`src/hw/rtl/fnc_pkg.sv`:
```
// Shared types and constants of the frequency to note and cents converter.
`default_nettype none
package fnc_pkg;

  localparam int DATA_W         = 32;
  localparam int NOTE_COUNT     = 120;
  localparam int REF_INDEX      = 57;
  localparam logic [DATA_W-1:0] REF_PITCH_RST = 32'd28835840;

  localparam int SH_W           = $clog2(DATA_W);
  localparam int NORM_STEPS     = SH_W;
  localparam int NK_W           = $clog2(NORM_STEPS);
  localparam int LOG_FRAC       = 28;
  localparam int LOG_W          = SH_W + LOG_FRAC;
  localparam int CNT_W          = $clog2(LOG_FRAC);
  localparam int P_W            = 2 * DATA_W;

  localparam int CENTS_PER_OCT  = 1200;
  localparam int MUL_W          = 12;
  localparam int SCALED_W       = LOG_W + 1 + MUL_W;
  localparam int TOTAL_W        = SCALED_W - LOG_FRAC;

  localparam int CENT_BIAS      = 40000;
  localparam int RESID_LOW      = 49;
  localparam int CENTS_PER_NOTE = 100;
  localparam int U_W            = 17;
  localparam int DIV_SHIFT      = 24;
  localparam int DIV_MULT       = (2 ** DIV_SHIFT + CENTS_PER_NOTE - 1) / CENTS_PER_NOTE;
  localparam int MULT_W         = 18;
  localparam int QP_W           = U_W + MULT_W;
  localparam int Q_W            = QP_W - DIV_SHIFT;
  localparam int STEP_BIAS      = CENT_BIAS / CENTS_PER_NOTE;
  localparam int IDX_LOW        = STEP_BIAS - REF_INDEX;
  localparam int IDX_HIGH       = IDX_LOW + NOTE_COUNT;

  localparam int NOTE_W         = 7;
  localparam int CENTS_W        = 6;
  localparam int REM_W          = 7;
  localparam int OUT_DATA_W     = 16;
  localparam int MAX_CENTS      = 50;

  typedef enum logic [3:0] {
    ST_IDLE,
    ST_NORM,
    ST_SQ0,
    ST_SQ,
    ST_REFDONE,
    ST_SCALE,
    ST_ROUND,
    ST_DIV,
    ST_RESULT
  } fnc_state_t;

  typedef enum logic [1:0] {
    STAT_OK   = 2'd0,
    STAT_LOW  = 2'd1,
    STAT_HIGH = 2'd2
  } fnc_status_t;

  typedef struct packed {
    logic            cfg_wr;
    logic            load_in;
    logic            load_ref;
    logic            norm;
    logic [NK_W-1:0] norm_k;
    logic            sq_first;
    logic            sq_step;
    logic            store_ref;
    logic            scale;
    logic            round;
    logic            divide;
    logic            result;
  } fnc_cmd_t;

  typedef struct packed {
    logic out_busy;
  } fnc_sts_t;

endpackage
`default_nettype wire

```
`src/hw/rtl/fnc_ctrl.sv`:
```
// Sequencer of the converter: log2 passes, scaling, note split and result handoff.
`default_nettype none
module fnc_ctrl (
  input  wire logic            clk,
  input  wire logic            rst_n,
  input  wire logic            in_tvalid,
  output logic                 in_tready,
  input  wire logic            cfg_valid,
  output logic                 cfg_ready,
  input  wire fnc_pkg::fnc_sts_t sts,
  output fnc_pkg::fnc_cmd_t    cmd
);

  fnc_pkg::fnc_state_t            state_r, state_nxt;
  logic [fnc_pkg::CNT_W-1:0]      cnt_r, cnt_nxt;
  logic                           tgt_ref_r, tgt_ref_nxt;
  logic                           ref_ok_r, ref_ok_nxt;
  logic                           in_fire;
  logic                           cfg_fire;

  assign cfg_ready = (state_r == fnc_pkg::ST_IDLE);
  assign in_tready = (state_r == fnc_pkg::ST_IDLE) && ref_ok_r && !cfg_valid;
  assign in_fire   = in_tvalid && in_tready;
  assign cfg_fire  = cfg_valid && cfg_ready;

  always_ff @(posedge clk) begin
    if (!rst_n) begin
      state_r   <= fnc_pkg::ST_IDLE;
      cnt_r     <= '0;
      tgt_ref_r <= 1'b0;
      ref_ok_r  <= 1'b0;
    end else begin
      state_r   <= state_nxt;
      cnt_r     <= cnt_nxt;
      tgt_ref_r <= tgt_ref_nxt;
      ref_ok_r  <= ref_ok_nxt;
    end
  end

  always_comb begin
    state_nxt   = state_r;
    cnt_nxt     = cnt_r;
    tgt_ref_nxt = tgt_ref_r;
    ref_ok_nxt  = ref_ok_r;
    unique case (state_r)
      fnc_pkg::ST_IDLE: begin
        if (cfg_fire) begin
          ref_ok_nxt = 1'b0;
        end else if (!ref_ok_r) begin
          state_nxt   = fnc_pkg::ST_NORM;
          cnt_nxt     = '0;
          tgt_ref_nxt = 1'b1;
        end else if (in_fire) begin
          state_nxt   = fnc_pkg::ST_NORM;
          cnt_nxt     = '0;
          tgt_ref_nxt = 1'b0;
        end
      end
      fnc_pkg::ST_NORM: begin
        if (cnt_r == fnc_pkg::CNT_W'(fnc_pkg::NORM_STEPS - 1)) begin
          state_nxt = fnc_pkg::ST_SQ0;
          cnt_nxt   = '0;
        end else begin
          cnt_nxt = cnt_r + fnc_pkg::CNT_W'(1);
        end
      end
      fnc_pkg::ST_SQ0: begin
        state_nxt = fnc_pkg::ST_SQ;
      end
      fnc_pkg::ST_SQ: begin
        if (cnt_r == fnc_pkg::CNT_W'(fnc_pkg::LOG_FRAC - 1)) begin
          state_nxt = tgt_ref_r ? fnc_pkg::ST_REFDONE : fnc_pkg::ST_SCALE;
          cnt_nxt   = '0;
        end else begin
          cnt_nxt = cnt_r + fnc_pkg::CNT_W'(1);
        end
      end
      fnc_pkg::ST_REFDONE: begin
        ref_ok_nxt = 1'b1;
        state_nxt  = fnc_pkg::ST_IDLE;
      end
      fnc_pkg::ST_SCALE: state_nxt = fnc_pkg::ST_ROUND;
      fnc_pkg::ST_ROUND: state_nxt = fnc_pkg::ST_DIV;
      fnc_pkg::ST_DIV:   state_nxt = fnc_pkg::ST_RESULT;
      fnc_pkg::ST_RESULT: begin
        if (!sts.out_busy) begin
          state_nxt = fnc_pkg::ST_IDLE;
        end
      end
      default: state_nxt = fnc_pkg::ST_IDLE;
    endcase
  end

  always_comb begin
    cmd        = '0;
    cmd.cfg_wr = cfg_fire;
    cmd.norm_k = cnt_r[fnc_pkg::NK_W-1:0];
    unique case (state_r)
      fnc_pkg::ST_IDLE: begin
        cmd.load_ref = !cfg_fire && !ref_ok_r;
        cmd.load_in  = in_fire;
      end
      fnc_pkg::ST_NORM:    cmd.norm      = 1'b1;
      fnc_pkg::ST_SQ0:     cmd.sq_first  = 1'b1;
      fnc_pkg::ST_SQ:      cmd.sq_step   = 1'b1;
      fnc_pkg::ST_REFDONE: cmd.store_ref = 1'b1;
      fnc_pkg::ST_SCALE:   cmd.scale     = 1'b1;
      fnc_pkg::ST_ROUND:   cmd.round     = 1'b1;
      fnc_pkg::ST_DIV:     cmd.divide    = 1'b1;
      fnc_pkg::ST_RESULT:  cmd.result    = !sts.out_busy;
      default: ;
    endcase
  end

`ifndef NO_ASSERTIONS
  a_cfg_blocks_input: assert property (@(posedge clk) disable iff (!rst_n)
    cfg_fire |=> !in_tready)
    else $error("input accepted right after a reference pitch write");

  a_busy_after_accept: assert property (@(posedge clk) disable iff (!rst_n)
    in_fire |=> !in_tready)
    else $error("input accepted while an item is in progress");

  a_result_only_free: assert property (@(posedge clk) disable iff (!rst_n)
    cmd.result |-> !sts.out_busy && !tgt_ref_r)
    else $error("result issued over a pending beat");
`endif

endmodule
`default_nettype wire

```
`src/hw/rtl/fnc_dpath.sv`:
```
// Datapath: shared normalize and squaring log2 unit, cent scaling, note split, output register.
`default_nettype none
module fnc_dpath (
  input  wire logic                            clk,
  input  wire logic                            rst_n,
  input  wire fnc_pkg::fnc_cmd_t               cmd,
  output fnc_pkg::fnc_sts_t                    sts,
  input  wire logic [fnc_pkg::DATA_W-1:0]      in_tdata,
  input  wire logic [fnc_pkg::DATA_W-1:0]      cfg_data,
  output logic                                 out_tvalid,
  input  wire logic                            out_tready,
  output logic [fnc_pkg::OUT_DATA_W-1:0]       out_tdata,
  output logic [1:0]                           out_tuser
);

  logic [fnc_pkg::DATA_W-1:0]          ref_pitch_r;
  logic [fnc_pkg::DATA_W-1:0]          x_r;
  logic [fnc_pkg::SH_W-1:0]            sh_r;
  logic                                zero_r;
  logic [fnc_pkg::P_W-1:0]             p_r;
  logic [fnc_pkg::LOG_FRAC-1:0]        frac_r;
  logic [fnc_pkg::LOG_W-1:0]           log_ref_r;
  logic signed [fnc_pkg::SCALED_W-1:0] scaled_r;
  logic [fnc_pkg::U_W-1:0]             u_r;
  logic [fnc_pkg::QP_W-1:0]            qp_r;

  logic                                out_valid_r;
  logic [fnc_pkg::NOTE_W-1:0]          out_note_r;
  logic [fnc_pkg::CENTS_W-1:0]         out_cents_r;
  logic                                out_flat_r;
  fnc_pkg::fnc_status_t                out_stat_r;

  logic [fnc_pkg::SH_W-1:0]            amt;
  logic [fnc_pkg::DATA_W-1:0]          top_mask;
  logic                                top_zero;
  logic [fnc_pkg::DATA_W:0]            sq_t;
  logic [fnc_pkg::DATA_W-1:0]          sq_norm;
  logic [fnc_pkg::DATA_W-1:0]          sq_in;
  logic [fnc_pkg::LOG_W-1:0]           log_cur;
  logic signed [fnc_pkg::LOG_W:0]      diff;
  logic signed [fnc_pkg::SCALED_W-1:0] rnd;
  logic signed [fnc_pkg::TOTAL_W-1:0]  total;
  logic signed [fnc_pkg::TOTAL_W-1:0]  u_sum;
  logic [fnc_pkg::Q_W-1:0]             q;
  logic [fnc_pkg::U_W-1:0]             prod;
  logic [fnc_pkg::U_W-1:0]             rem_full;
  logic [fnc_pkg::REM_W-1:0]           rem;

  logic [fnc_pkg::NOTE_W-1:0]          res_note;
  logic [fnc_pkg::CENTS_W-1:0]         res_cents;
  logic                                res_flat;
  fnc_pkg::fnc_status_t                res_stat;

  assign amt      = fnc_pkg::SH_W'(fnc_pkg::DATA_W / 2) >> cmd.norm_k;
  assign top_mask = ~({fnc_pkg::DATA_W{1'b1}} >> amt);
  assign top_zero = ((x_r & top_mask) == '0);

  assign sq_t     = p_r[fnc_pkg::P_W-1:fnc_pkg::DATA_W-1];
  assign sq_norm  = sq_t[fnc_pkg::DATA_W] ? sq_t[fnc_pkg::DATA_W:1]
                                          : sq_t[fnc_pkg::DATA_W-1:0];
  assign sq_in    = cmd.sq_first ? x_r : sq_norm;

  assign log_cur  = {fnc_pkg::SH_W'(fnc_pkg::DATA_W - 1) - sh_r, frac_r};
  assign diff     = $signed({1'b0, log_cur}) - $signed({1'b0, log_ref_r});

  assign rnd      = scaled_r + (fnc_pkg::SCALED_W'(1) << (fnc_pkg::LOG_FRAC - 1));
  assign total    = rnd[fnc_pkg::SCALED_W-1:fnc_pkg::LOG_FRAC];
  assign u_sum    = total
                  + $signed(fnc_pkg::TOTAL_W'(fnc_pkg::CENT_BIAS + fnc_pkg::RESID_LOW));

  assign q        = qp_r[fnc_pkg::QP_W-1:fnc_pkg::DIV_SHIFT];
  assign prod     = fnc_pkg::U_W'(q) * fnc_pkg::U_W'(fnc_pkg::CENTS_PER_NOTE);
  assign rem_full = u_r - prod;
  assign rem      = rem_full[fnc_pkg::REM_W-1:0];

  always_comb begin
    res_note  = '0;
    res_cents = '0;
    res_flat  = 1'b0;
    res_stat  = fnc_pkg::STAT_OK;
    if (zero_r) begin
      res_stat = fnc_pkg::STAT_LOW;
    end else if (ref_pitch_r == '0) begin
      res_stat = fnc_pkg::STAT_HIGH;
    end else if (q < fnc_pkg::Q_W'(fnc_pkg::IDX_LOW)) begin
      res_stat = fnc_pkg::STAT_LOW;
    end else if (q >= fnc_pkg::Q_W'(fnc_pkg::IDX_HIGH)) begin
      res_stat = fnc_pkg::STAT_HIGH;
    end else begin
      res_note = fnc_pkg::NOTE_W'(q - fnc_pkg::Q_W'(fnc_pkg::IDX_LOW));
      if (rem < fnc_pkg::REM_W'(fnc_pkg::RESID_LOW)) begin
        res_flat  = 1'b1;
        res_cents = fnc_pkg::CENTS_W'(fnc_pkg::REM_W'(fnc_pkg::RESID_LOW) - rem);
      end else begin
        res_cents = fnc_pkg::CENTS_W'(rem - fnc_pkg::REM_W'(fnc_pkg::RESID_LOW));
      end
    end
  end

  always_ff @(posedge clk) begin
    if (!rst_n) begin
      ref_pitch_r <= fnc_pkg::REF_PITCH_RST;
      out_valid_r <= 1'b0;
    end else begin
      if (cmd.cfg_wr) begin
        ref_pitch_r <= cfg_data;
      end
      if (cmd.result) begin
        out_valid_r <= 1'b1;
      end else if (out_tready) begin
        out_valid_r <= 1'b0;
      end
    end
  end

  always_ff @(posedge clk) begin
    if (cmd.load_in) begin
      x_r    <= in_tdata;
      sh_r   <= '0;
      zero_r <= (in_tdata == '0);
    end else if (cmd.load_ref) begin
      x_r  <= ref_pitch_r;
      sh_r <= '0;
    end else if (cmd.norm && top_zero) begin
      x_r  <= x_r << amt;
      sh_r <= sh_r + amt;
    end
    if (cmd.sq_first || cmd.sq_step) begin
      p_r <= sq_in * sq_in;
    end
    if (cmd.sq_first) begin
      frac_r <= '0;
    end else if (cmd.sq_step) begin
      frac_r <= {frac_r[fnc_pkg::LOG_FRAC-2:0], sq_t[fnc_pkg::DATA_W]};
    end
    if (cmd.store_ref) begin
      log_ref_r <= log_cur;
    end
    if (cmd.scale) begin
      scaled_r <= diff * $signed(fnc_pkg::MUL_W'(fnc_pkg::CENTS_PER_OCT));
    end
    if (cmd.round) begin
      u_r <= u_sum[fnc_pkg::U_W-1:0];
    end
    if (cmd.divide) begin
      qp_r <= fnc_pkg::QP_W'(u_r) * fnc_pkg::QP_W'(fnc_pkg::DIV_MULT);
    end
    if (cmd.result) begin
      out_note_r  <= res_note;
      out_cents_r <= res_cents;
      out_flat_r  <= res_flat;
      out_stat_r  <= res_stat;
    end
  end

  assign sts.out_busy = out_valid_r && !out_tready;
  assign out_tvalid   = out_valid_r;
  assign out_tdata    = fnc_pkg::OUT_DATA_W'({out_flat_r, out_cents_r, out_note_r});
  assign out_tuser    = out_stat_r;

`ifndef NO_ASSERTIONS
  a_flagged_is_blank: assert property (@(posedge clk) disable iff (!rst_n)
    out_tvalid && (out_tuser != fnc_pkg::STAT_OK) |-> (out_tdata == '0))
    else $error("flagged beat carries a note or cents");

  a_cents_in_range: assert property (@(posedge clk) disable iff (!rst_n)
    out_tvalid && (out_tuser == fnc_pkg::STAT_OK) |->
      (out_tdata[fnc_pkg::NOTE_W+fnc_pkg::CENTS_W-1:fnc_pkg::NOTE_W]
        <= fnc_pkg::CENTS_W'(fnc_pkg::MAX_CENTS)))
    else $error("cent offset beyond half a semitone");

  a_note_in_range: assert property (@(posedge clk) disable iff (!rst_n)
    out_tvalid && (out_tuser == fnc_pkg::STAT_OK) |->
      ({1'b0, out_tdata[fnc_pkg::NOTE_W-1:0]} < (fnc_pkg::NOTE_W+1)'(fnc_pkg::NOTE_COUNT)))
    else $error("note index past the last note");
`endif

endmodule
`default_nettype wire

```
`src/hw/rtl/frequency_to_note_cents_core.sv`:
```
// Top level: frequency to nearest note index and cent offset, stream ports.
// Per input beat: 5 normalize steps and 28 squaring steps, then the scale, round, divide and result states.
// One item at a time: in_tready stays low until the result enters the output register, which waits on out_tready.
// The reference log2 is recomputed after reset and after each cfg write, with
// in_tready low meanwhile. Synchronous active-low reset: control cleared, pitch 440 Hz.
`default_nettype none
module frequency_to_note_cents_core (
  input  wire logic        clk,
  input  wire logic        rst_n,
  input  wire logic        in_tvalid,
  output logic             in_tready,
  input  wire logic [31:0] in_tdata,   // [31:0] frequency_in
  output logic             out_tvalid,
  input  wire logic        out_tready,
  output logic [15:0]      out_tdata,  // [6:0] note_index, [12:7] cents_offset, [13] is_flat
  output logic [1:0]       out_tuser,  // [1:0] status
  input  wire logic        cfg_valid,
  output logic             cfg_ready,
  input  wire logic [31:0] cfg_data    // reference_pitch
);

  fnc_pkg::fnc_cmd_t cmd;
  fnc_pkg::fnc_sts_t sts;

  fnc_ctrl u_ctrl (
    .clk       (clk),
    .rst_n     (rst_n),
    .in_tvalid (in_tvalid),
    .in_tready (in_tready),
    .cfg_valid (cfg_valid),
    .cfg_ready (cfg_ready),
    .sts       (sts),
    .cmd       (cmd)
  );

  fnc_dpath u_dpath (
    .clk        (clk),
    .rst_n      (rst_n),
    .cmd        (cmd),
    .sts        (sts),
    .in_tdata   (in_tdata),
    .cfg_data   (cfg_data),
    .out_tvalid (out_tvalid),
    .out_tready (out_tready),
    .out_tdata  (out_tdata),
    .out_tuser  (out_tuser)
  );

endmodule
`default_nettype wire

```
`config.mk`:
```
export PLATFORM = sky130hd
export DESIGN_NAME = frequency_to_note_cents_core
export DESIGN_NICKNAME = d
export VERILOG_FILES = /design/src/hw/rtl/fnc_pkg.sv /design/src/hw/rtl/fnc_ctrl.sv /design/src/hw/rtl/fnc_dpath.sv /design/src/hw/rtl/frequency_to_note_cents_core.sv
export SDC_FILE = /design/constraint.sdc
export NUM_CORES = 2
export LEC_CHECK = 0
export BUFFER_PORTS_ARGS = -buffer_cell sky130_fd_sc_hd__buf_2
export CELL_PAD_IN_SITES_DETAIL_PLACEMENT = 2
export CELL_PAD_IN_SITES_GLOBAL_PLACEMENT = 2
export CORE_MARGIN = 2
export CORE_UTILIZATION = 39
export DETAILED_ROUTE_END_ITERATION = 10
export PLACE_DENSITY_LB_ADDON = 0.1
export SYNTH_ARGS = -nofsm -noshare
export SYNTH_HDL_FRONTEND = slang
export SYNTH_SLANG_ARGS = --single-unit
export TNS_END_PERCENT = 10
```
`constraint.sdc`:
```
create_clock -name clk -period 9.6 [get_ports clk]
set_input_delay 1.92 -clock clk [delete_from_list [all_inputs] [get_ports clk]]
set_output_delay 1.92 -clock clk [all_outputs]
set_load 0.1 [all_outputs]
```
==> metrics.cfg <==
[worst_setup_path]
cp-start-kind=flop
path_class=flop to flop
crit_required_ns=9.92
crit-reg2reg-capture=u_dpath.p_r[59]$_DFFE_PP_
worstPathArrival_ns=9.62
r2r_setup_slack_ns=0.30
crit_fanout=43
cpPeakStageDelay_ns=0.60
crit_top_cell=fa_1
crit_path_top_delay_cell=o21ai_1
end_kind=flop
rr_startpoint=u_ctrl.state_r[0]$_SDFFE_PN0P_
rr_worst_depth=32

[hold_path]
min_from=u_dpath.frac_r[0]$_SDFFE_PP0N_
hp-class=flop to flop
holdPathStages=0
hold_end=u_dpath.log_ref_r[0]$_DFFE_PP_

[cells_and_area]
final_util=0.424
mostFrequentLayoutCells=inv_1, fa_1, ha_1, nand2_1, nor2_1
fin_area_sq_um=54800
final_common_cell=inv_1
final_nets=7131
area_growth_pct=8.37
layout-drive-gt1-share=0.0632

[grt]
grt_use_met2=0.463
grt_pass1_vias=43900
use_met3=0.0230
grt_overflow=0
antenna_found_initial=2
grt_usage=0.266
gr-max-usage-layer=met2
grt_start_max_net_pins=56
met1_usage=0.361
grt_pass1_wl_um=267000

[cts]
clk_pin_slew_worst_paths_ns=0.07
cts_tree=built
cts_sinks=238
cts_hold_buf=0
clkLatencyLatePin_ns=0.59
cts_made_buffers=27
htreeDepth=1
cts-root-buf=clkbuf_16
cts_max_path_buffers=3

[place]
port_buffers=87
place.gp.congestion=0.894
hpwl_um=149000
placed_area_sq_um=53700

[drt]
avgViaCountPerCell=5.19
wire_per_inst_um=23.7
dr.pass1.iters=5
drc=0
num_vias=37700
antenna_left=0
drtIter0Drc=1961
wl_um=172000

[synthesis]
ys_seq_area_frac=0.126
synth_top_area_frac=0.383
avgSynthCellArea_sq_um=9.35
synthArstFlopShare=0
yosysUniqueCellTypes=78
ys.flop_type=edfxtp_1
yosysTopAreaCell=fa_1
ys_warn_count=0
synth_area_leaders=fa_1, ha_1, inv_1
syn_area_sq_um=50600
synth_cells=5407
synth_edf_count=161
ys_ff_latch=238

[floorplanning]
die_area_sq_um=133000
io_pins=90
die_w_um=364
rows=132
die_h_um=364
start_util=0.391
core-area_sq_um=129000

[timing]
final_max_slew_viol_count=0
period_needed_ns=9.30
final-hold-violation-count=0
fmax_ghz=0.108
setup_viol=0
finClkSkew_ns=0.0336
whs_ns=0.480
period_share=0.969
tightest_slew_ns=1.06
relSlewSlack=0.293

[job]
cap_viol_max_count=0

[run_status]
status=finished, final reports clean

## cells in the mapped netlist (all sizes together), types with 67 or more instances
cell,n
a21o,83
a21oi,168
clkbuf,138
dfxtp,77
edfxtp,161
fa,967
ha,588
inv,1298
mux2i,113
nand2,528
nor2,427
o21ai,170
xnor2,109
xor2,67
## cell type report
type	instances	area, sq um
timing repair buffer	242	1670
antenna	1	2.50
clock inverter	11	100
multi-input combinational	3689	38700
tap	1742	2180
clock buffer	37	816
sequential	238	6380
inverter	1309	4940
fill	14100	74400
## worst max-delay path, delay by kind of cell, from the launching register on
kind | cells | cell delay (ns)
buf+inv | 7 | 1.29
fa+ha+maj | 9 | 3.73
simple gates | 5 | 1.08
flops | 1 | 0.35
xor+xnor | 2 | 0.37
compound gates | 9 | 2.17
## registers in the layout, indices dropped and copies added (netlist names)
name,flops
u_dpath.out_flat_r,1
u_dpath.scaled_r,18
u_dpath.out_note_r,7
u_dpath.sh_r,5
u_dpath.frac_r,28
u_dpath.p_r,33
u_dpath.out_tuser,2
u_ctrl.cnt_r,5
u_dpath.out_tvalid,1
u_dpath.u_r,17
u_dpath.qp_r,11
u_dpath.ref_pitch_r,32
u_dpath.out_cents_r,6
u_ctrl.state_r,4
u_dpath.log_ref_r,33
u_dpath.zero_r,1
u_dpath.x_r,32
u_ctrl.ref_ok_r,1
u_ctrl.tgt_ref_r,1
## cells by family (layout without fill, tap and decap cells)
family	count (synthesis)	count (layout)	synth area share
buffers and inverters	1481	1599	0.110
adders and majority gates	1556	1556	0.529
AOI/OAI and AO/OA	641	641	0.0810
DFF	238	238	0.126
xor gates and xnor gates	176	176	0.0305
and+or+nand+nor	1197	1197	0.0997
muxes	117	117	0.0236
other	1	3	0.0000742
## worst max path at each step
stage | from | to | slack, ns | depth (start not counted)
after detailed placement | u_ctrl.state_r[0]$_SDFFE_PN0P_ | u_dpath.p_r[61]$_DFFE_PP_ | 0.10 | 30
after global placement | u_ctrl.state_r[3]$_SDFFE_PN0P_ | u_dpath.p_r[61]$_DFFE_PP_ | 0.25 | 30
final | u_ctrl.state_r[0]$_SDFFE_PN0P_ | u_dpath.p_r[59]$_DFFE_PP_ | 0.30 | 32
after floorplan | u_ctrl.state_r[3]$_SDFFE_PN0P_ | u_dpath.p_r[61]$_DFFE_PP_ | 0.65 | 30
after global routing | u_ctrl.state_r[0]$_SDFFE_PN0P_ | u_dpath.p_r[59]$_DFFE_PP_ | -0.003 | 30
after CTS | u_ctrl.state_r[0]$_SDFFE_PN0P_ | u_dpath.p_r[61]$_DFFE_PP_ | 0.08 | 30
## per-layer routing
metal | wire length (um) | vias up
li1 | - | 17000
met1 | 77200 | 19900
met2 | 85200 | 625
met3 | 5690 | 165
met4 | 4230 | 0
met5 | 0 | -
## per-stage QoR
stage	setup slack (ns)	setup TNS, ns	cells
finish	0.299	0	7269
CTS	0.0794	0	7257
detailed placement	0.101	0	7209
global route	-0.00321	-0.00321	7268
floorplan	0.652	0	5408
global placement	0.245	0	7209
## repair_timing
item                                    in CTS  in global routing
endpoints found under the setup margin       0                 15
hold endpoints to repair                     0                  0
resized for setup                            0                 19
setup buffers                                0                 11
Power is not shown: default switching activity piles up to over one toggle a cycle in this logic, so the estimate is an artifact.
